[config.mk]
export PLATFORM = sky130hd
export DESIGN_NAME = sqd_topk
export DESIGN_NICKNAME = d
export VERILOG_FILES = /design/src/hdl/sqd_pkg.sv /design/src/hdl/sqd_topk.sv
export VERILOG_INCLUDE_DIRS = /design/src /design/src/hdl
export SDC_FILE = /design/constraint.sdc
export NUM_CORES = 2
export LEC_CHECK = 0
export ABC_AREA = 1
export BUFFER_PORTS_ARGS = -buffer_cell sky130_fd_sc_hd__buf_4
export CAP_MARGIN = 10
export CORE_MARGIN = 10
export CORE_UTILIZATION = 55
export CTS_CLUSTER_SIZE = 20
export DETAILED_ROUTE_END_ITERATION = 7
export GPL_ROUTABILITY_DRIVEN = 0
export MAX_ROUTING_LAYER = met4
export PLACE_DENSITY = 0.75
export SYNTH_ARGS = -nofsm -noshare
export SYNTH_HDL_FRONTEND = slang
export SYNTH_SLANG_ARGS = --single-unit
[constraint.sdc]
create_clock -name clk -period 5.83 [get_ports clk]
set_input_delay 0.583 -clock clk [delete_from_list [all_inputs] [get_ports clk]]
set_output_delay 0.583 -clock clk [all_outputs]
set_load 0.05 [all_outputs]
[src/hdl/sq_decoded_ip_score_topk_top_defines.svh]
// ----------------------------------------------------------------------------
// Assertion macros for the decoded inner product scorer
// Concurrent checks, compiled out when ASSERT_OFF is set.
// ----------------------------------------------------------------------------
`ifndef SQ_DECODED_IP_SCORE_TOPK_TOP_DEFINES_SVH
`define SQ_DECODED_IP_SCORE_TOPK_TOP_DEFINES_SVH
`ifndef ASSERT_OFF
`define SQD_ASSERT_CLK(label, aclk, arst_n, prop) \
  label: assert property (@(posedge aclk) disable iff (!arst_n) prop) \
    else $error("sqd assertion failed");
`define SQD_ASSERT(label, prop) `SQD_ASSERT_CLK(label, clk, rst_n, prop)
`else
`define SQD_ASSERT_CLK(label, aclk, arst_n, prop)
`define SQD_ASSERT(label, prop)
`endif
`endif

[src/hdl/sqd_pkg.sv]
// ----------------------------------------------------------------------------
// sqd_pkg
// Types and constants of the decoded inner product scorer.
// ----------------------------------------------------------------------------
`default_nettype none
package sqd_pkg;

  localparam int DIM_BITS  = 10;
  localparam int DIM_DEPTH = 1024;
  localparam int STEP_BITS = 23;
  localparam int VAL_BITS  = 24;
  localparam int ID_W      = 20;
  localparam logic [7:0] LEV_RESET = 8'd15;
  localparam logic signed [63:0] SCORE_MAX = 64'sh7FFF_FFFF_FFFF_FFFF;
  localparam logic signed [63:0] SCORE_MIN = 64'sh8000_0000_0000_0000;

  typedef enum logic [1:0] {
    REQ_LOAD  = 2'd0,
    REQ_SCORE = 2'd1,
    REQ_EMIT  = 2'd2,
    REQ_NONE  = 2'd3
  } sqd_req_t;

  typedef struct packed {
    logic [1:0]                   req_type;
    logic [DIM_BITS-1:0]          dim_index;
    logic signed [VAL_BITS-1:0]   value_a;
    logic signed [VAL_BITS-1:0]   value_b;
    logic [ID_W-1:0]              vector_id;
    logic                         last_element;
  } sqd_in_t;

  typedef struct packed {
    logic [3:0]         rank;
    logic [ID_W-1:0]    best_vector_id;
    logic signed [63:0] score;
    logic               entry_valid;
    logic               last_of_run;
  } sqd_out_t;

  typedef struct packed {
    logic signed [VAL_BITS-1:0] low;
    logic [STEP_BITS-1:0]       step;
  } sqd_ruler_t;

  typedef enum logic [3:0] {
    ST_IDLE, ST_READ, ST_CODE, ST_DECODE, ST_MUL, ST_ACC, ST_BIAS_GO, ST_BIAS,
    ST_PROD_LO, ST_PROD_HI, ST_SCALE, ST_INSERT, ST_SETTLE, ST_EMIT
  } sqd_state_t;

  typedef enum logic [1:0] {
    BS_IDLE, BS_DIV, BS_SQRT, BS_DONE
  } sqd_bstate_t;

endpackage
`default_nettype wire

[src/hdl/sqd_topk.sv]
// ----------------------------------------------------------------------------
// sqd_topk
// Ranked best list: compare against all entries, then shift in.
// ----------------------------------------------------------------------------
`default_nettype none
`include "sq_decoded_ip_score_topk_top_defines.svh"
module sqd_topk #(
  parameter int TOP_K = 10,
  parameter int IW    = (TOP_K > 1) ? $clog2(TOP_K) : 1
) (
  input  wire logic                     clk,
  input  wire logic                     rst_n,
  input  wire logic                     ins_go,
  input  wire logic signed [63:0]       ins_score,
  input  wire logic [sqd_pkg::ID_W-1:0] ins_id,
  input  wire logic                     clear,
  input  wire logic [IW-1:0]            rd_idx,
  output logic signed [63:0]            rd_score,
  output logic [sqd_pkg::ID_W-1:0]      rd_id,
  output logic                          rd_valid
);
  import sqd_pkg::*;

  localparam int CW = $clog2(TOP_K + 1);

  logic signed [63:0] score_r [TOP_K];
  logic [ID_W-1:0]    id_r    [TOP_K];
  logic signed [63:0] prev_s  [TOP_K];
  logic [ID_W-1:0]    prev_i  [TOP_K];
  logic [CW-1:0]      cnt_r;
  logic [TOP_K-1:0]   ge_r, ge_nxt;
  logic               pend_r;
  logic signed [63:0] s_r;
  logic [ID_W-1:0]    sid_r;
  logic [CW-1:0]      pos;

  always_comb begin
    for (int i = 0; i < TOP_K; i++) begin
      ge_nxt[i] = (CW'(i) < cnt_r) && (score_r[i] >= ins_score);
    end
    prev_s[0] = score_r[0];
    prev_i[0] = id_r[0];
    for (int i = 1; i < TOP_K; i++) begin
      prev_s[i] = score_r[i-1];
      prev_i[i] = id_r[i-1];
    end
    pos = CW'($countones(ge_r));
  end

  always_ff @(posedge clk) begin
    if (!rst_n) begin
      pend_r <= 1'b0;
      cnt_r  <= '0;
    end else begin
      pend_r <= ins_go;
      if (clear) begin
        cnt_r <= '0;
      end else if (pend_r && pos < CW'(TOP_K) && cnt_r < CW'(TOP_K)) begin
        cnt_r <= cnt_r + CW'(1);
      end
    end
  end

  always_ff @(posedge clk) begin
    if (ins_go) begin
      ge_r  <= ge_nxt;
      s_r   <= ins_score;
      sid_r <= ins_id;
    end
    if (pend_r && pos < CW'(TOP_K)) begin
      for (int i = 0; i < TOP_K; i++) begin
        if (CW'(i) == pos) begin
          score_r[i] <= s_r;
          id_r[i]    <= sid_r;
        end else if (CW'(i) > pos) begin
          score_r[i] <= prev_s[i];
          id_r[i]    <= prev_i[i];
        end
      end
    end
  end

  always_comb begin
    rd_valid = (CW'(rd_idx) < cnt_r);
    rd_score = score_r[rd_idx];
    rd_id    = id_r[rd_idx];
  end

  `SQD_ASSERT(a_cnt_bound, cnt_r <= CW'(TOP_K))
  `SQD_ASSERT(a_no_ins_overlap, pend_r |-> !ins_go)
  `SQD_ASSERT(a_clear_empty, (clear && !pend_r) |=> (cnt_r == '0))

endmodule
`default_nettype wire

; After elaboration in Yosys (flattened, before gate mapping)
; Memory sizes are Yosys's and may differ from the RTL's.
; Index checks and enable logic that the tools add are counted.
[totals]
register_bits = 99
ramBits = 840
inputBits = 92
elab_cells = 184
mem_count = 2
[memory_table]
columns = memory, depth, width, read_ports, rd_clocked_by_memory_dff, write_ports, line_no
row1 = score_r, 10, 64, 11, 0, 10, sqd_topk.sv:26  ; logic signed [63:0] score_r [TOP_K];
row2 = id_r, 10, 20, 10, 0, 10, sqd_topk.sv:27  ; logic [ID_W-1:0] id_r [TOP_K];
[op_classes]
add_sub_neg = 10
magnitude_cmp = 33
n_eq_ne = 9
muxes = 90
bitwise_logic = 21
reduce_logical = 14
[ops]
columns = cell, count
row1 = 64-bit >= comparator, 10
row2 = 64-bit 2-to-1 mux, 10
row3 = 20-bit 2-to-1 mux, 10
row4 = 1-bit 2-to-1 mux, 70
row5 = 1-bit bitwise OR, 20
row6 = 3-bit by 4-bit == test with 1-bit output (first input constant), 4
row7 = 3-bit by 4-bit > comparator with 1-bit output (first input constant), 4
row8 = 3-bit by 4-bit < comparator with 1-bit output (first input constant), 4
row9 = 1-bit logical AND, 12
row10 = 1-bit by 1-bit adder with 2-bit output, 5
row11 = 2-bit by 4-bit == test with 1-bit output (first input constant), 2
row12 = 4-bit == test (first input constant), 2
row13 = 1-bit by 4-bit > comparator with 1-bit output (first input constant), 2
row14 = 2-bit by 4-bit > comparator with 1-bit output (first input constant), 2
row15 = 4-bit > comparator (first input constant), 2
row16 = 1-bit by 4-bit < comparator with 1-bit output (first input constant), 2
row17 = 2-bit by 4-bit < comparator with 1-bit output (first input constant), 2
row18 = 4-bit < comparator (first input constant), 2
row19 = 4-bit < comparator (second input constant), 2
row20 = 2-bit by 2-bit adder with 3-bit output, 2
row21 = 3-bit by 3-bit adder with 4-bit output, 1
row22 = 4-bit by 1-bit adder with 4-bit output (second input constant), 1
row23 = 4-bit by 2-bit adder with 4-bit output, 1
row24 = 1-bit by 4-bit == test with 1-bit output (first input constant), 1
row25 = other kinds (4), 4

; Longest topological paths before layout
[depth]
word_depth = 10
mapped_depth = 18

; Worst setup path before layout
; Ideal clock, no wire load.
[synth_path]
path_kind = reg-to-reg
start = reg ge_r[5]
end = mem id_r[9][0], enable pin
setup_time_ns = 0.438
arrival_ns = 5.993
setup_slack_ns = -0.601
stages_incl_launch_ff = 12
path_buffers = 0
period_less_slack_ns = 6.431
path_cell_list = edfxtp_1 fa_1 inv_1 fa_1 inv_1 fa_1 ha_1 nand3_1 nand3_4 inv_1 a21oi_1 inv_1
[synth_lines]
columns = element, line_no
row1 = start: declaration, sqd_topk.sv:31  ; logic [TOP_K-1:0] ge_r, ge_nxt;
row2 = start signal: assignment, sqd_topk.sv:66  ; ge_r <= ge_nxt;
row3 = end: declaration, sqd_topk.sv:27

==> results.json <==
{
  "status": "finished, final reports clean",
  "wl_per_cell_um": 23.09,
  "firstDrtPassIters": 7,
  "fp.dieH_um": 345.9,
  "internal-power_mw": 13.72,
  "critPathRequiredTime_ns": 6.25,
  "clk_pin_slew_ns": 0.06,
  "worst_ep_arrival_time_ns": 5.29,
  "port_buffers": 176,
  "grt_max_degree": 185,
  "avgSynthCellArea_um2": 9.017,
  "cts.sink_count": 939,
  "grt_pass1_wl_mm": 280.6,
  "tritoncts": "built",
  "synth_top_area_share_pct": 48.00,
  "initial_core_util_pct": 55.43,
  "cpPeakStageDelay_ns": 0.64,
  "dp_slack_ns": 1.046,
  "synth_warnings": 0,
  "ys_ff_latch": 939,
  "ctsHoldBuffers": 15,
  "setup_violations": 0,
  "drtIter0Drc": 6851,
  "netlist_top_cells_count": "nand2_1 (1410), o21ai_0 (1298), edfxtp_1 (934)",
  "antenna_left": 0,
  "grt_pass1_vias": 47419,
  "rsz0062_at_grt": "false",
  "io_pins": 177,
  "die_w_um": 345.9,
  "layout.nets": 7251,
  "leakage_nw": 25.45,
  "grt_overflow_total": 0,
  "setup_slack_ns": 0.9628,
  "row_count": 119,
  "fin_area_um2": 64380,
  "total_power_mw": 20.33,
  "finalHoldViolCount": 0,
  "drv_cap": 0,
  "start_kind": "flip-flop",
  "async_flop_share_pct": 0,
  "timing.fmax_mhz": 205.5,
  "synth_nets": 7225,
  "crit_family": "adder cells",
  "synth_flop_cell": "edfxtp_1",
  "synth_top_cell_by_area": "edfxtp_1",
  "drt_wl_total_mm": 184.3,
  "pwr-share-seq_pct": 44.5,
  "combPwrFrac_pct": 22.5,
  "cts-buffers-inserted": 105,
  "layout-drive-gt1-share_pct": 6.014,
  "switching_share_pct": 32.51,
  "tightest_slew_ns": 1.276,
  "synth.area.top_cells": "edfxtp_1 (48%), ha_1 (14%), o21ai_0 (11%)",
  "skew_ns": 0.02708,
  "worst-setup-path-type": "flip-flop to flip-flop",
  "final_cells": 7981,
  "die_area_um2": 119700,
  "critical_path_buf_inv_count": 6,
  "num_vias": 50246,
  "whs_ns": 0.03587,
  "slew_violations": 0,
  "area_growth_pct": 10.18,
  "yosysUniqueCellTypes": 38,
  "synth_seq_area_share_pct": 48.17,
  "path_cells": "fa_1 > inv_1 > fa_1 > fa_1 > inv_1 > ha_1 > inv_1 > fa_1 > inv_1 > nor2_1 > a21oi_1 > clkinvlp_4 > buf_12",
  "fin_crit_sh_pct": 83.49,
  "synth_enable_flop_cells": 934,
  "dp.cells": 7775,
  "core_um2": 105400,
  "cts_htree_levels": 3,
  "relSlewSlack_pct": 14.94,
  "drc": 0,
  "synthesis.area_um2": 58430,
  "synth.most_common_cell": "nand2_1",
  "peakVddDrop_mv": 0.2655,
  "clockPowerShare_pct": 33.1,
  "min_path_type": "input pin to flip-flop",
  "period_needed_ns": 4.867,
  "clk_latency_ns": 0.73,
  "cp-end-kind": "flip-flop",
  "cts_setup_buffers": 0,
  "crit_slowest_cell": "clkinvlp_4",
  "powerDensity_nw_per_um2": 315.8,
  "cts_resized": 0,
  "clock_path_buffers": 3,
  "place_area_um2": 60820,
  "vias_per_cell": 6.296,
  "p_switching_mw": 6.610,
  "grt_antenna_before_repair": 5,
  "cp_max_fo": 39,
  "hpwl_mm": 121.3,
  "grtUsageTotal_pct": 30.55,
  "synth_cells": 6480,
  "cts_root_buf": "clkbuf_16"
}
[cell usage in the layout, fill, tap and decap left out, types with 4 or more instances in the layout]
cell type / n
nand4_1: 45
fa_1: 6
clkinv_2: 17
ha_1: 647
nor3_1: 15
o221ai_1: 106
clkbuf_1: 20
o21ai_0: 1298
buf_12: 24
inv_1: 412
edfxtp_1: 934
o21bai_1: 11
o22ai_1: 61
nand3_1: 85
nand2_1: 1409
dlygate4sd3_1: 15
a21oi_1: 374
dfxtp_1: 5
o21a_1: 41
diode_2: 5
buf_4: 206
nor2_1: 550
nor4_1: 10
bufinv_16: 12
nor3b_1: 4
o21ai_1: 110
clkinv_1: 21
clkinvlp_4: 6
clkbuf_16: 105
[flip-flops by register name, indices dropped and copies added (netlist names)]
name     count
sid_r       20
ge_r        10
cnt_r        4
pend_r       1
s_r         64
id_r       200
score_r    640
[power groups by stage]
stage / Sequential [mW] / Combinational (mW) / Clock, mW
2_1_floorplan: 8.96 / 3.01 / 0
3_3_place_gp: 9.13 / 4.29 / 0
3_5_place_dp: 9.15 / 4.46 / 0
4_1_cts: 9.02 / 4.50 / 6.77
5_1_grt: 9.10 / 5.06 / 7.02
6_report: 9.04 / 4.56 / 6.72
[per-stage QoR]
| step | util [%] | TNS (ns) |
|---|---|---|
| floorplan | - | -1.425 |
| global placement | 57.70 | 0 |
| detailed placement | 57.70 | 0 |
| CTS | 61.06 | 0 |
| global route | 61.07 | 0 |
| finish | 61.07 | 0 |
[final timing paths]
kind,slack [ns],cells after the start,to,startpoint
max,0.96,13,id_r[9][4],ge_r[5]
min,0.04,1,sid_r[11],ins_id[11]
max reg2reg,0.96,13,id_r[9][4],ge_r[5]
min reg2reg,0.46,0,score_r[0][63],s_r[63]
[kinds of logic (layout without fill, tap and decap cells)]
group	Yosys count	after routing	share of synthesized area, %
fa+ha+maj	653	653	14.06
other cells	0	5	0
compound gates	2009	2009	18.30
flops	939	939	48.17
simple gates	2130	2130	14.28
buf+inv	749	854	5.193
[routing by layer]
| metal | routed length [um] | track usage, % | vias to the layer above |
|---|---|---|---|
| li1 | - | - | 23037 |
| met3 | 20920 | 6.145 | 505 |
| met1 | 70990 | 39.21 | 23522 |
| met2 | 82820 | 46.47 | 3182 |
| met4 | 9560 | 14.13 | 0 |
| met5 | 0 | - | - |
[cell type report]
type / count / area [um2]
flip-flops and latches: 939 / 28150
clock buffers: 125 / 2703
diodes: 5 / 12.51
clock inverters: 61 / 691.9
repair buffers: 247 / 2203
well taps: 1391 / 1740
fillers: 8893 / 41040
inverters: 421 / 1608
multi-input cells: 4792 / 27270
(Power assumes the default switching activity.)
