File: src/hdl/sq_decoded_ip_score_topk_top_defines.svh
// ----------------------------------------------------------------------------
// Assertion macros for the decoded inner product scorer
// Concurrent checks, compiled out when ASSERT_OFF is set.
// ----------------------------------------------------------------------------
`ifndef SQ_DECODED_IP_SCORE_TOPK_TOP_DEFINES_SVH
`define SQ_DECODED_IP_SCORE_TOPK_TOP_DEFINES_SVH
`ifndef ASSERT_OFF
`define SQD_ASSERT_CLK(label, aclk, arst_n, prop) \
  label: assert property (@(posedge aclk) disable iff (!arst_n) prop) \
    else $error("sqd assertion failed");
`define SQD_ASSERT(label, prop) `SQD_ASSERT_CLK(label, clk, rst_n, prop)
`else
`define SQD_ASSERT_CLK(label, aclk, arst_n, prop)
`define SQD_ASSERT(label, prop)
`endif
`endif

File: src/hdl/sqd_pkg.sv
// ----------------------------------------------------------------------------
// sqd_pkg
// Types and constants of the decoded inner product scorer.
// ----------------------------------------------------------------------------
`default_nettype none
package sqd_pkg;

  localparam int DIM_BITS  = 10;
  localparam int DIM_DEPTH = 1024;
  localparam int STEP_BITS = 23;
  localparam int VAL_BITS  = 24;
  localparam int ID_W      = 20;
  localparam logic [7:0] LEV_RESET = 8'd15;
  localparam logic signed [63:0] SCORE_MAX = 64'sh7FFF_FFFF_FFFF_FFFF;
  localparam logic signed [63:0] SCORE_MIN = 64'sh8000_0000_0000_0000;

  typedef enum logic [1:0] {
    REQ_LOAD  = 2'd0,
    REQ_SCORE = 2'd1,
    REQ_EMIT  = 2'd2,
    REQ_NONE  = 2'd3
  } sqd_req_t;

  typedef struct packed {
    logic [1:0]                   req_type;
    logic [DIM_BITS-1:0]          dim_index;
    logic signed [VAL_BITS-1:0]   value_a;
    logic signed [VAL_BITS-1:0]   value_b;
    logic [ID_W-1:0]              vector_id;
    logic                         last_element;
  } sqd_in_t;

  typedef struct packed {
    logic [3:0]         rank;
    logic [ID_W-1:0]    best_vector_id;
    logic signed [63:0] score;
    logic               entry_valid;
    logic               last_of_run;
  } sqd_out_t;

  typedef struct packed {
    logic signed [VAL_BITS-1:0] low;
    logic [STEP_BITS-1:0]       step;
  } sqd_ruler_t;

  typedef enum logic [3:0] {
    ST_IDLE, ST_READ, ST_CODE, ST_DECODE, ST_MUL, ST_ACC, ST_BIAS_GO, ST_BIAS,
    ST_PROD_LO, ST_PROD_HI, ST_SCALE, ST_INSERT, ST_SETTLE, ST_EMIT
  } sqd_state_t;

  typedef enum logic [1:0] {
    BS_IDLE, BS_DIV, BS_SQRT, BS_DONE
  } sqd_bstate_t;

endpackage
`default_nettype wire

File: src/hdl/sqd_bias.sv
// ----------------------------------------------------------------------------
// sqd_bias
// Norm ratio bias: long division then bitwise square root, Q16.16 result.
// ----------------------------------------------------------------------------
`default_nettype none
module sqd_bias (
  input  wire logic        clk,
  input  wire logic        rst_n,
  input  wire logic        start,
  input  wire logic [63:0] v2,
  input  wire logic [63:0] r2,
  output logic             done,
  output logic [31:0]      bias
);
  import sqd_pkg::*;

  sqd_bstate_t state_r, state_nxt;
  logic [6:0]  cnt_r;
  logic [63:0] den_r, rem_r, op_r, res_r, one_r;
  logic [95:0] num_r;
  logic        sat_r;

  logic [64:0] rem_sh;
  logic        qbit;
  logic [63:0] rem_nxt;
  logic [95:0] num_nxt;
  logic [63:0] trial;

  always_comb begin
    rem_sh  = {rem_r, num_r[95]};
    qbit    = (rem_sh >= {1'b0, den_r});
    rem_nxt = qbit ? 64'(rem_sh - {1'b0, den_r}) : rem_sh[63:0];
    num_nxt = {num_r[94:0], qbit};
    trial   = res_r + one_r;
  end

  always_comb begin
    state_nxt = state_r;
    case (state_r)
      BS_IDLE: if (start) state_nxt = BS_DIV;
      BS_DIV:  if (cnt_r == 7'd95) state_nxt = BS_SQRT;
      BS_SQRT: if (cnt_r == 7'd31) state_nxt = BS_DONE;
      BS_DONE: state_nxt = BS_IDLE;
      default: state_nxt = BS_IDLE;
    endcase
  end

  always_comb begin
    done = (state_r == BS_DONE);
    bias = sat_r ? 32'hFFFF_FFFF : res_r[31:0];
  end

  always_ff @(posedge clk) begin
    if (!rst_n) begin
      state_r <= BS_IDLE;
      cnt_r   <= '0;
    end else begin
      state_r <= state_nxt;
      if (state_r == BS_IDLE || state_nxt != state_r) begin
        cnt_r <= '0;
      end else begin
        cnt_r <= cnt_r + 7'd1;
      end
    end
  end

  always_ff @(posedge clk) begin
    case (state_r)
      BS_IDLE: begin
        if (start) begin
          den_r <= (r2 == '0) ? 64'd1 : r2;
          num_r <= {v2, 32'd0};
          rem_r <= '0;
        end
      end
      BS_DIV: begin
        rem_r <= rem_nxt;
        num_r <= num_nxt;
        if (cnt_r == 7'd95) begin
          op_r  <= num_nxt[63:0];
          sat_r <= |num_nxt[95:64];
          res_r <= '0;
          one_r <= 64'h4000_0000_0000_0000;
        end
      end
      BS_SQRT: begin
        if (op_r >= trial) begin
          op_r  <= op_r - trial;
          res_r <= (res_r >> 1) + one_r;
        end else begin
          res_r <= res_r >> 1;
        end
        one_r <= one_r >> 2;
      end
      default: begin
      end
    endcase
  end

endmodule
`default_nettype wire

File: config.mk
export PLATFORM = sky130hd
export DESIGN_NAME = sqd_bias
export DESIGN_NICKNAME = d
export VERILOG_FILES = /design/src/hdl/sq_decoded_ip_score_topk_top_defines.svh /design/src/hdl/sqd_pkg.sv /design/src/hdl/sqd_bias.sv
export SDC_FILE = /design/constraint.sdc
export NUM_CORES = 1
export LEC_CHECK = 0
export BUFFER_PORTS_ARGS = -buffer_cell sky130_fd_sc_hd__buf_2
export CORE_MARGIN = 3
export CORE_UTILIZATION = 25
export DETAILED_ROUTE_END_ITERATION = 7
export PLACE_DENSITY = 0.5
export SLEW_MARGIN = 25
export SYNTH_ARGS = -nofsm -noshare
export SYNTH_HDL_FRONTEND = slang
export SYNTH_SLANG_ARGS = --single-unit
export TNS_END_PERCENT = 50
File: constraint.sdc
create_clock -name clk -period 10.95 [get_ports clk]
set_clock_uncertainty 0.15 [all_clocks]
set_input_delay 2.19 -clock clk [delete_from_list [all_inputs] [get_ports clk]]
set_output_delay 2.19 -clock clk [all_outputs]
set_load 0.05 [all_outputs]
# Yosys cells after proc, flatten, opt, wreduce, memory -nomap -nowiden
# Index checks and enable logic that the tools add are counted.
[op_classes]
eq_ne = 9
bitwise_logic = 1
magnitude_cmp = 2
n_addsub = 5
n_mux = 18
n_reduce_logical = 12
[ops]
columns = ["cell", "n"]
rows = [
  ["64-bit one-hot mux with 2 select lines", 4],
  ["64-bit 2-to-1 mux", 7],
  ["96-bit one-hot mux with 2 select lines", 1],
  ["64-bit subtractor", 2],
  ["96-bit 2-to-1 mux", 1],
  ["65-bit by 64-bit greater-or-equal comparator with 1-bit output", 1],
  ["63-bit by 64-bit adder with 64-bit output", 1],
  ["64-bit adder", 1],
  ["64-bit greater-or-equal comparator", 1],
  ["64-bit zero test", 1],
  ["32-bit 2-to-1 mux", 1],
  ["32-bit OR reduction", 1],
  ["2-bit one-hot mux with 4 select lines", 1],
  ["2-bit AND reduction", 4],
  ["7-bit by 1-bit adder with 7-bit output, second input constant", 1],
  ["7-bit by 5-bit == test with 1-bit output, second input constant", 1],
  ["7-bit == test, second input constant", 1],
  ["2-bit 2-to-1 mux", 3],
  ["2-bit inequality test, second input constant", 3],
  ["2-bit == test, second input constant", 2],
  ["2-bit nonzero test", 2],
  ["3-bit AND reduction", 1],
  ["2-bit by 1-bit == test with 1-bit output, second input constant", 1],
  ["2-bit zero test", 1],
  ["other kinds (4)", 4],
]
[word_totals]
reg_bits = 426
elab_cells = 56
input_bits = 131

# Logic depth before layout (Yosys ltp)
# Gate-level depths: netlist of the first run.
[depth]
depth_word = 6
mapped_depth = 26

# Worst setup path after synthesis of the first run
# OpenSTA, ideal clock, no wires.
[synth_path]
kind = "input -> register"
from = "input port start"
to = "register num_r[0] (enable)"
arrival_ps = 8908
path_stages = 2
setup_slack_ps = 1209
required_time_ps = 10116
setup_ps = 684
path_cell_list = "nor2_1 nor2_1"
[synth_between]
elab_chain_cells = 2
[synth_lines]
columns = ["element", "line", "rtl"]
rows = [
  ["start: declaration", "sqd_bias.sv:9", "input wire logic start,"],
  ["2-bit inequality test (no line)", "n/a", ""],
  ["2-bit AND reduction (no line)", "n/a", ""],
  ["end signal: assignment", "sqd_bias.sv:72", "num_r <= {v2, 32'd0};"],
  ["end signal: assignment", "sqd_bias.sv:78", "num_r <= num_nxt;"],
  ["end: declaration", "sqd_bias.sv:20", "logic [95:0] num_r;"],
]
# Every way passes these cells.
# A chain may end at the register's enable or synchronous reset.

# Worst setup path after layout of the first run
[layout_path]
from = "register res_r[2]"
to = "register res_r[33] (data pin)"
[layout_between]
elab_chain_cells = 4
elab_cells_between_ends = 5
cone_classes = "add/sub (2); order compare (1); mux (2)"
[layout_lines]
columns = ["element", "line", "rtl"]
rows = [
  ["start: declaration", "sqd_bias.sv:19", "logic [63:0] den_r, rem_r, op_r, res_r, one_r;"],
  ["start signal: assignment", "sqd_bias.sv:89", "res_r <= (res_r >> 1) + one_r;"],
  ["start signal: assignment", "sqd_bias.sv:91", "res_r <= res_r >> 1;"],
  ["64-bit adder", "sqd_bias.sv:34", "trial = res_r + one_r;"],
  ["64-bit greater-or-equal comparator", "sqd_bias.sv:87", "if (op_r >= trial) begin"],
  ["64-bit 2-to-1 mux *", "sqd_bias.sv:87", ""],
  ["64-bit one-hot mux with 2 select lines *", "sqd_bias.sv:68", "case (state_r)"],
]
# Every way passes the cells marked *; elsewhere a longest branch is shown, timed or not.

==> out/qor.yml, run 1 <==
logic_synthesis:
  syn-cell-area_mm2: 0.0291
  yosysSeqAreaShare: 0.404
  synth_edf_count: 385
  synthCells: 3242
  synth_area_per_cell_um2: 8.97
  syn_nets: 3570
  synth_cell_type_count: 79
  synth-seq-cells: 394
  synth-main-ff-cell: "edfxtp_1"
  ys_async_sr_fraction: 0
  ys_warn_count: 0
floorplan:
  dieArea_mm2: 0.120
  start_util: 0.253
  die_h_um: 347
  dieWidth_um: 347
  io_pins: 164
  rows: 124
  coreArea_mm2: 0.115
drt:
  postRouteAntennaNets: 0
  drt_wl_total_um: 84500
  drt_iter0_drc: 1402
  drc: 0
  num_vias: 23500
  wl_per_cell_um: 17.6
  via_per_inst: 4.90
  firstDrtPassIters: 6
sta:
  rsz0062_at_grt: "false"
  fin_crit_sh: 0.633
  finalHoldViolations: 0
  fin_crit_ps: 6930
  worst-slew-pin-transition_ps: 1020
  setup_viol: 0
  whs_ps: 299
  final.setup.worst_slack_ps: 4020
  slew-limit-headroom: 0.321
  tns_ps: 0
  drv_slew: 0
  clock.fmax_mhz: 144
finish:
  final_cell_mix: "nand2_1 (466), edfxtp_1 (385), nor2_1 (259)"
  fin_nets: 3572
  final_common_cell: "nand2_1"
  finalCoreUtilization: 0.283
  drive_above_1_share: 0.104
  fin_area_mm2: 0.0325
  antenna_cells: 0
  instances_no_fill: 4796
  area_delta_synth_final_pct: 11.9
clock_tree:
  cts_sinks: 394
  clk_latency_ps: 610
  cts_root_buf: "clkbuf_16"
  cts_resized: 0
  clk_path_buf_depth: 3
  cts_buffers: 50
  postCtsSetupBuffers: 0
  cts.htree.levels: 2
  cts_tree: "done"
  path_clk_slew_ps: 60
  cts_hold_buf: 0
global_routing:
  grt_pass1_vias: 23000
  grt_max_degree: 78
  grtUsageTotal: 0.136
  grt-ovfl-total: 0
  grt_pass1_wl_um: 132000
  antenna_found_initial: 2
worst_setup_path:
  worstSetupPathType: "flip-flop to flip-flop"
  cp.required_ps: 11130
  path_common_cell: "a21o_1"
  worstPathArrival_ps: 7110
  crit_slowest_cell: "a2111oi_0"
  cp_max_fo: 23
  startpoint_type: "flip-flop"
  cp_cell_sequence: "ha_1 -> a31o_2 -> a31oi_1 -> o21ai_1 -> a21oi_1 -> o31ai_2 -> a21o_1 -> a41o_1 -> a31oi_1 -> xor2_1 -> ha_1 -> a21o_1 -> a21o_1 -> a221oi_1 -> o21ai_0 -> a2111oi_0 -> o311a_1 -> or2_2 -> nor2_1 -> xnor2_1 -> nor2_1"
  crit_path_end_kind: "flip-flop"
  critPathTopFamily: "compound AO/OA/AOI/OAI gates"
  max_stage_delay_ps: 590
  critical_path_buf_inv_count: 0
power:
  p_leak_nw: 12.9
  p_seq_frac: 0.408
  p_sw_frac: 0.312
  p_sw_mw: 1.45
  combinationalPowerShare: 0.246
  peakVddDrop_mv: 0.160
  clkPwrFrac: 0.346
  p_per_area_mw_per_mm2: 142
  power_mw: 4.63
  internal_power_mw: 3.18
placed_design:
  dp_hpwl_um: 63500
  post-place-cells: 4704
  gp_congestion: 0.880
  dp_slack_ps: 4050
  port_buffers: 163
  placed_area_mm2: 0.0310
run_status:
  status: "finished, final reports clean"
hold_path:
  hp-class: "flip-flop to flip-flop"
flow_run:
  max_cap_viol_count: 0
==> logic make-up (layout without fill, tap and decap cells) <==
group | count (synthesis) | in the layout | synth area share
compound gates | 854 | 854 | 0.189
buf+inv | 349 | 391 | 0.0495
fa+ha+maj | 197 | 197 | 0.0853
simple gates | 1180 | 1180 | 0.189
mux | 47 | 47 | 0.0163
flops | 394 | 394 | 0.404
xor+xnor | 221 | 221 | 0.0666
==> power by group through the flow <==
stage	Sequential [mW]	Clock [mW]	Combinational [mW]
after global routing	1.90	1.72	1.28
after detailed placement	1.92	0	1.14
after floorplan	1.90	0	0.916
after CTS	1.89	1.67	1.14
final	1.89	1.60	1.14
after global placement	1.92	0	1.13
==> final timing paths <==
check	from	endpoint	slack (ps)	cells past startpoint
worst max-delay path	res_r[2]	res_r[33]	4020	21
worst min-delay path	cnt_r[0]	cnt_r[0]	300	1
worst max register to register	res_r[2]	res_r[33]	4020	21
worst min register to register	cnt_r[0]	cnt_r[0]	300	1
==> metal layers <==
metal / global-route usage / part of all wire
met4: 0.0371 / 0.027
met1: 0.193 / 0.49
met3: 0.0195 / 0.040
met5: 0 / 0
met2: 0.216 / 0.44
==> registers in the layout (all words and copies together), names as in the netlist <==
register  flops
den_r        64
rem_r        64
one_r        32
res_r        64
num_r        96
sat_r         1
op_r         64
state_r       2
cnt_r         7
==> synthesized netlist by cell type, drive strengths merged, types with 23 or more instances <==
cell / instances / area, um^2
a211oi: 49 / 388
edfxtp: 385 / 11600
o31ai: 23 / 183
nand4: 97 / 607
inv: 119 / 447
and2: 83 / 519
nand3: 56 / 280
nand2: 468 / 1760
o21bai: 53 / 398
a31oi: 69 / 432
mux2i: 45 / 450
a21o: 93 / 698
o21ai: 207 / 1040
xnor2: 108 / 946
xor2: 113 / 990
nor3: 32 / 160
nor2b: 25 / 156
nor4: 36 / 231
and3: 26 / 163
ha: 195 / 2440
buf: 54 / 330
nor2: 261 / 980
a21oi: 214 / 1070
clkbuf: 175 / 659
or2: 42 / 263
==> area by class of cell <==
| cell class | instances | area (um^2) |
|---|---|---|
| Fill cell | 12300 | 82300 |
| Multi-Input combinational cell | 2499 | 15900 |
| Sequential cell | 394 | 11700 |
| Tap cell | 1512 | 1890 |
| Clock buffer | 60 | 1290 |
| Timing Repair Buffer | 179 | 936 |
| Inverter | 120 | 455 |
| Clock inverter | 32 | 258 |
Note: power is estimated with default switching activity, not from simulation.
==> run 2: changes to the inputs <==
- clock period: 10.95 -> 6.95 ns (I/O delays scaled with it)
==> run 2 against run 1 <==
Core utilization up 0.20 points. Via count increased by 0.17%. Largest power group unchanged. Setup slack worse by 3600 ps. Non-clock buffer count increased by 13. Wire length down 0.59%. Power grew 59%. Sequential power increased by 58%.
==> out/qor.yml, run 2 (same netlist as run 1, synthesis figures left out) <==
worst_setup_path:
  path_common_cell: "a21o_1"  # unchanged
  cp_max_fo: 39  # was 23
  crit_path_end_kind: "flip-flop"  # unchanged
  reg2reg_to: "res_r[27]"  # was res_r[33]
  r2r_slack_ps: 420  # was 4020 ps
  crit_slowest_cell: "edfxtp_1"  # was a2111oi_0
  cp_cell_sequence: "ha_1 -> a31o_2 -> a31oi_1 -> o21ai_1 -> a21oi_1 -> o31ai_2 -> a21o_1 -> a41o_1 -> a31oi_1 -> xor2_1 -> ha_1 -> a21o_1 -> a21o_1 -> a221oi_1 -> o21ai_0 -> a2111oi_0 -> buf_4 -> o311a_1 -> nor2_4 -> buf_12 -> and3_1 -> xnor2_1 -> nor2_1"  # was ha_1 -> a31o_2 -> a31oi_1 -> o21ai_1 -> a21oi_1 -> o31ai_2 -> a21o_1 -> a41o_1 -> a31oi_1 -> xor2_1 -> ha_1 -> a21o_1 -> a21o_1 -> a221oi_1 -> o21ai_0 -> a2111oi_0 -> o311a_1 -> or2_2 -> nor2_1 -> xnor2_1 -> nor2_1
  max_stage_delay_ps: 490  # was 590 ps
  r2r_start: "res_r[2]"  # unchanged
  ff2ff_path_depth: 23  # was 21
  startpoint_type: "flip-flop"  # unchanged
  worstPathArrival_ps: 6710  # was 7110 ps
  cp.required_ps: 7130  # was 11130 ps
  worstSetupPathType: "flip-flop to flip-flop"  # unchanged
finish:
  finalCoreUtilization: 0.285  # was 0.283
  final_common_cell: "nand2_1"  # unchanged
  top_register: "num_r"  # unchanged
  drive_above_1_share: 0.106  # was 0.104
  fillers: 12300  # about the same
  multi_input_area_mm2: 0.0159  # about the same
  regArea_mm2: 0.0117  # unchanged
  area_delta_synth_final_pct: 12.7  # was 11.9%
  final_cell_mix: "nand2_1 (466), edfxtp_1 (385), nor2_1 (259)"  # unchanged
  largest_register_ffs: 96  # unchanged
  fin_nets: 3584  # was 3572
global_routing:
  antenna_found_initial: 4  # was 2
  grt-ovfl-total: 0  # unchanged
  grt_pass1_wl_um: 131000  # was 132000 um
  grt_pass1_vias: 23000  # about the same
  grt_max_degree: 120  # was 78
  grtUsageTotal: 0.135  # was 0.136
floorplan:
  die_h_um: 347  # unchanged
  rows: 124  # unchanged
  dieArea_mm2: 0.120  # unchanged
  coreArea_mm2: 0.115  # unchanged
  io_pins: 164  # unchanged
  start_util: 0.253  # unchanged
  dieWidth_um: 347  # unchanged
clock_tree:
  cts_hold_buf: 0  # unchanged
  postCtsSetupBuffers: 0  # unchanged
  path_clk_slew_ps: 60  # about the same
  cts_sinks: 394  # unchanged
  clk_path_buf_depth: 3  # unchanged
  cts_tree: "done"  # unchanged
  clk_latency_ps: 620  # was 610 ps
  cts_buffers: 49  # was 50
  cts.htree.levels: 2  # unchanged
  cts_resized: 0  # unchanged
  cts_root_buf: "clkbuf_16"  # unchanged
power:
  p_per_area_mw_per_mm2: 225  # was 142 mW/mm^2
  peakVddDrop_mv: 0.213  # was 0.160 mV
  p_leak_nw: 13.0  # was 12.9 nW
drt:
  drt_wl_total_um: 84000  # was 84500 um
  firstDrtPassIters: 5  # was 6
  postRouteAntennaNets: 0  # unchanged
  drc: 0  # unchanged
  drt_iter0_drc: 1565  # was 1402
  num_vias: 23600  # was 23500
  wl_met3_um: 3050  # was 3420 um
  met1_length_um: 41900  # was 41500 um
  wl_per_cell_um: 17.5  # was 17.6 um
  top_layer: "met4"  # unchanged
  wl_met2_um: 37100  # was 37300 um
  via_per_inst: 4.90  # about the same
sta:
  tns_ps: 0  # unchanged
  rsz0062_at_grt: "false"  # unchanged
  drv_slew: 0  # unchanged
  fin_crit_sh: 0.940  # was 0.633
  finalHoldViolations: 0  # unchanged
  clock.fmax_mhz: 153  # was 144 MHz
  setup_viol: 0  # unchanged
  slew-limit-headroom: 0.382  # was 0.321
  fin_crit_ps: 6530  # was 6930 ps
  worst-slew-pin-transition_ps: 927  # was 1020 ps
hold_path:
  holdPathEnd: "cnt_r[0]"  # unchanged
  hold_depth: 1  # unchanged
  min_from: "cnt_r[0]"  # unchanged
  hp-class: "flip-flop to flip-flop"  # unchanged
run_status:
  status: "finished, final reports clean"  # unchanged
placed_design:
  dp_hpwl_um: 63800  # was 63500 um
  gp_congestion: 0.860  # was 0.880
  port_buffers: 163  # unchanged
flow_run:
  max_cap_viol_count: 0  # unchanged
==> run 2: final cells by class <==
class	instances	area share
Multi-Input combinational cell	2499	0.487
Clock inverter	29	0.00951
Antenna cell	1	0.0000764
Clock buffer	62	0.0395
Inverter	120	0.0139
Sequential cell	394	0.359
Tap cell	1512	0.0578
Timing Repair Buffer	192	0.0339
==> run 2: worst max path at each step <==
stage	start	endpoint	cells past startpoint
global route	res_r[0]	res_r[27]	25
global placement	res_r[2]	res_r[13]	23
CTS	res_r[2]	res_r[27]	23
detailed placement	res_r[2]	res_r[27]	23
finish	res_r[2]	res_r[27]	23
floorplan	res_r[2]	op_r[0]	21
==> run 2: where the power goes <==
| part | internal, mW | switching (mW) |
|---|---|---|
| combinational | 0.726 | 1.07 |
| clock | 1.48 | 1.11 |
| sequential | 2.86 | 0.113 |
| total | 5.07 | 2.29 |
==> run 2: critical path, delay by kind of cell, from the launching register on <==
kind	cells	cell delay (ps)
flip-flops	1	490
AO/OA/AOI/OAI	14	3750
XOR/XNOR	2	390
buffers and inverters	2	360
AND/OR/NAND/NOR	3	320
adder cells (fa/ha/maj)	2	780
==> run 2: layer usage <==
layer	vias to the layer above	global-route usage
met2	502	0.215
met1	11200	0.196
li1	11800	-
met3	102	0.0161
met4	0	0.0326
met5	-	0
==> run 2: through the flow <==
stage | power, mW | setup slack (ps) | hold slack (ps) | std cells | cell area, um^2
after floorplan | 4.43 | 148 | 268 | 3242 | 29100
after global placement | 4.81 | 575 | 283 | 4716 | 31100
after detailed placement | 4.81 | 505 | 295 | 4717 | 31100
after CTS | 7.46 | 456 | 304 | 4808 | 32700
after global routing | 7.78 | 68.1 | 347 | 4808 | 32700
final | 7.36 | 417 | 303 | 4809 | 32700
==> run 3: changes to the inputs <==
- PLACE_DENSITY: 0.5 -> 0.52
- clock period: 6.95 -> 5.6 ns (I/O delays scaled with it)
==> run 3 against run 2 <==
Hold slack better by 0.86 ps. Die area unchanged. Core utilization up 2.6 points. First-iteration DRC count up 8.0%. Via count up 5.0%. Largest cell class unchanged.
==> out/qor.yml, run 3 (same netlist as run 1, synthesis figures left out) <==
run_status:
  status: "finished, final reports clean"  # unchanged
finish:
  drive_above_1_share: 0.196  # was 0.106
  top_register: "num_r"  # unchanged
  final_common_cell: "nand2_1"  # unchanged
  fillers: 12200  # was 12300
  fin_area_mm2: 0.0357  # was 0.0327 mm^2
  fin_nets: 3866  # was 3584
  finalCoreUtilization: 0.311  # was 0.285
  final_cell_mix: "nand2_1 (461), edfxtp_1 (385), buf_4 (286)"  # was nand2_1 (466), edfxtp_1 (385), nor2_1 (259)
  area_delta_synth_final_pct: 22.9  # was 12.7%
  largest_register_ffs: 96  # unchanged
  instances_no_fill: 5093  # was 4809
floorplan:
  io_pins: 164  # unchanged
  dieWidth_um: 347  # unchanged
  dieArea_mm2: 0.120  # unchanged
  start_util: 0.253  # unchanged
  die_h_um: 347  # unchanged
  coreArea_mm2: 0.115  # unchanged
  rows: 124  # unchanged
clock_tree:
  cts_tree: "done"  # unchanged
  clk_path_buf_depth: 3  # unchanged
  cts_sinks: 394  # unchanged
  cts_hold_buf: 0  # unchanged
  clk_latency_ps: 630  # was 620 ps
  path_clk_slew_ps: 60  # about the same
  cts_root_buf: "clkbuf_16"  # unchanged
  cts_buffers: 51  # was 49
  cts.htree.levels: 2  # unchanged
sta:
  setup_viol: 0  # unchanged
  drv_slew: 0  # unchanged
  worst-slew-pin-transition_ps: 1030  # was 927 ps
  fin_crit_sh: 0.970  # was 0.940
  whs_ps: 304  # was 303 ps
  clock.fmax_mhz: 184  # was 153 MHz
  finalHoldViolations: 0  # unchanged
  fin_crit_ps: 5430  # was 6530 ps
  slew-limit-headroom: 0.308  # was 0.382
worst_setup_path:
  max_stage_delay_ps: 500  # was 490 ps
  crit_start: "res_r[16]"  # was res_r[2]
  r2r_start: "res_r[16]"  # was res_r[2]
  crit_slowest_cell: "o41a_1"  # was edfxtp_1
  ff2ff_path_depth: 22  # was 23
  worstSetupPathType: "flip-flop to flip-flop"  # unchanged
  crit_path_end_kind: "flip-flop"  # unchanged
  cp_cell_sequence: "ha_4 -> buf_6 -> a31oi_1 -> o21a_1 -> buf_6 -> nand3_4 -> a21oi_4 -> o31ai_4 -> a21o_1 -> a41o_1 -> a31oi_4 -> buf_6 -> o21bai_4 -> xnor2_2 -> ha_1 -> nand4_1 -> or3_4 -> o41a_1 -> or2_4 -> clkbuf_16 -> or3_1 -> a21oi_2"  # was ha_1 -> a31o_2 -> a31oi_1 -> o21ai_1 -> a21oi_1 -> o31ai_2 -> a21o_1 -> a41o_1 -> a31oi_1 -> xor2_1 -> ha_1 -> a21o_1 -> a21o_1 -> a221oi_1 -> o21ai_0 -> a2111oi_0 -> buf_4 -> o311a_1 -> nor2_4 -> buf_12 -> and3_1 -> xnor2_1 -> nor2_1
  startpoint_type: "flip-flop"  # unchanged
  worstPathArrival_ps: 5750  # was 6710 ps
  cp_max_fo: 5  # was 39
  r2r_slack_ps: 170  # was 420 ps
  cp.required_ps: 5920  # was 7130 ps
  path_common_cell: "buf_6"  # was a21o_1
global_routing:
  grt_pass1_vias: 24300  # was 23000
  grtUsageTotal: 0.142  # was 0.135
  antenna_found_initial: 6  # was 4
  grt-ovfl-total: 0  # unchanged
  grt_pass1_wl_um: 138000  # was 131000 um
  grt_max_degree: 161  # was 120
drt:
  drt_iter0_drc: 1690  # was 1565
  drt_wl_total_um: 88500  # was 84000 um
  firstDrtPassIters: 5  # unchanged
  wl_per_cell_um: 17.4  # was 17.5 um
  postRouteAntennaNets: 0  # unchanged
  num_vias: 24700  # was 23600
  via_per_inst: 4.86  # was 4.90
  drc: 0  # unchanged
placed_design:
  post-place-cells: 4974  # was 4717
  port_buffers: 163  # unchanged
  gp_congestion: 0.887  # was 0.860
  dp_hpwl_um: 66700  # was 63800 um
  placed_area_mm2: 0.0331  # was 0.0311 mm^2
power:
  p_per_area_mw_per_mm2: 264  # was 225 mW/mm^2
  peakVddDrop_mv: 0.243  # was 0.213 mV
  p_leak_nw: 14.5  # was 13.0 nW
  power_mw: 9.43  # was 7.36 mW
hold_path:
  hold_depth: 1  # unchanged
  min_from: "cnt_r[0]"  # unchanged
  hp-class: "flip-flop to flip-flop"  # unchanged
flow_run:
  max_cap_viol_count: 0  # unchanged
==> run 3: stage by stage <==
step / setup WS, ps / TNS, ps
finish: 170 / 0
global route: -35.7 / -460
CTS: 7.75 / 0
detailed placement: -478 / -50270
global placement: -375 / -37530
floorplan: -596 / -38130
==> run 3: repair_timing <==
item | CTS | global route
endpoints found under the setup margin | 130 | 148
buffers inserted | 4 | 15
pin swaps | 11 | 51
resized for setup | 34 | 82
cloned | 1 | 3
==> run 3: area by class of cell <==
type	count	area [um^2]	share of cell area
multi-input cells	2500	16500	0.462
inverters	120	453	0.0127
diodes	4	10.0	0.000280
flip-flops and latches	394	11700	0.329
repair buffers	471	3350	0.0938
clock inverters	34	485	0.0136
well taps	1512	1890	0.0530
clock buffers	58	1300	0.0365
==> run 3: routing by layer <==
layer,vias up,track usage,wire (um)
met3,105,0.0187,3990
met1,11700,0.205,43100
met4,4,0.0382,2060
met2,533,0.224,39300
li1,12400,-,-
met5,-,0,28
==> run 3: worst paths after layout <==
check                   end
setup / recovery  res_r[53]
hold / removal     cnt_r[0]
setup reg to reg  res_r[53]
hold reg to reg    cnt_r[0]
==> run 3: where the power goes <==
| group | total, mW | leakage [nW] | internal (mW) | switching [mW] |
|---|---|---|---|---|
| combinational | 2.22 | 10.0 | 0.901 | 1.32 |
| sequential | 3.69 | 3.64 | 3.55 | 0.139 |
| clock | 3.52 | 0.860 | 2.14 | 1.38 |
==> run 3: critical path, delay by kind of cell, from the launching register on <==
family / cells / cell delay [ps]
compound gates: 10 / 2070
simple gates: 5 / 1300
fa+ha+maj: 2 / 610
buf+inv: 4 / 570
flops: 1 / 430
xor+xnor: 1 / 140
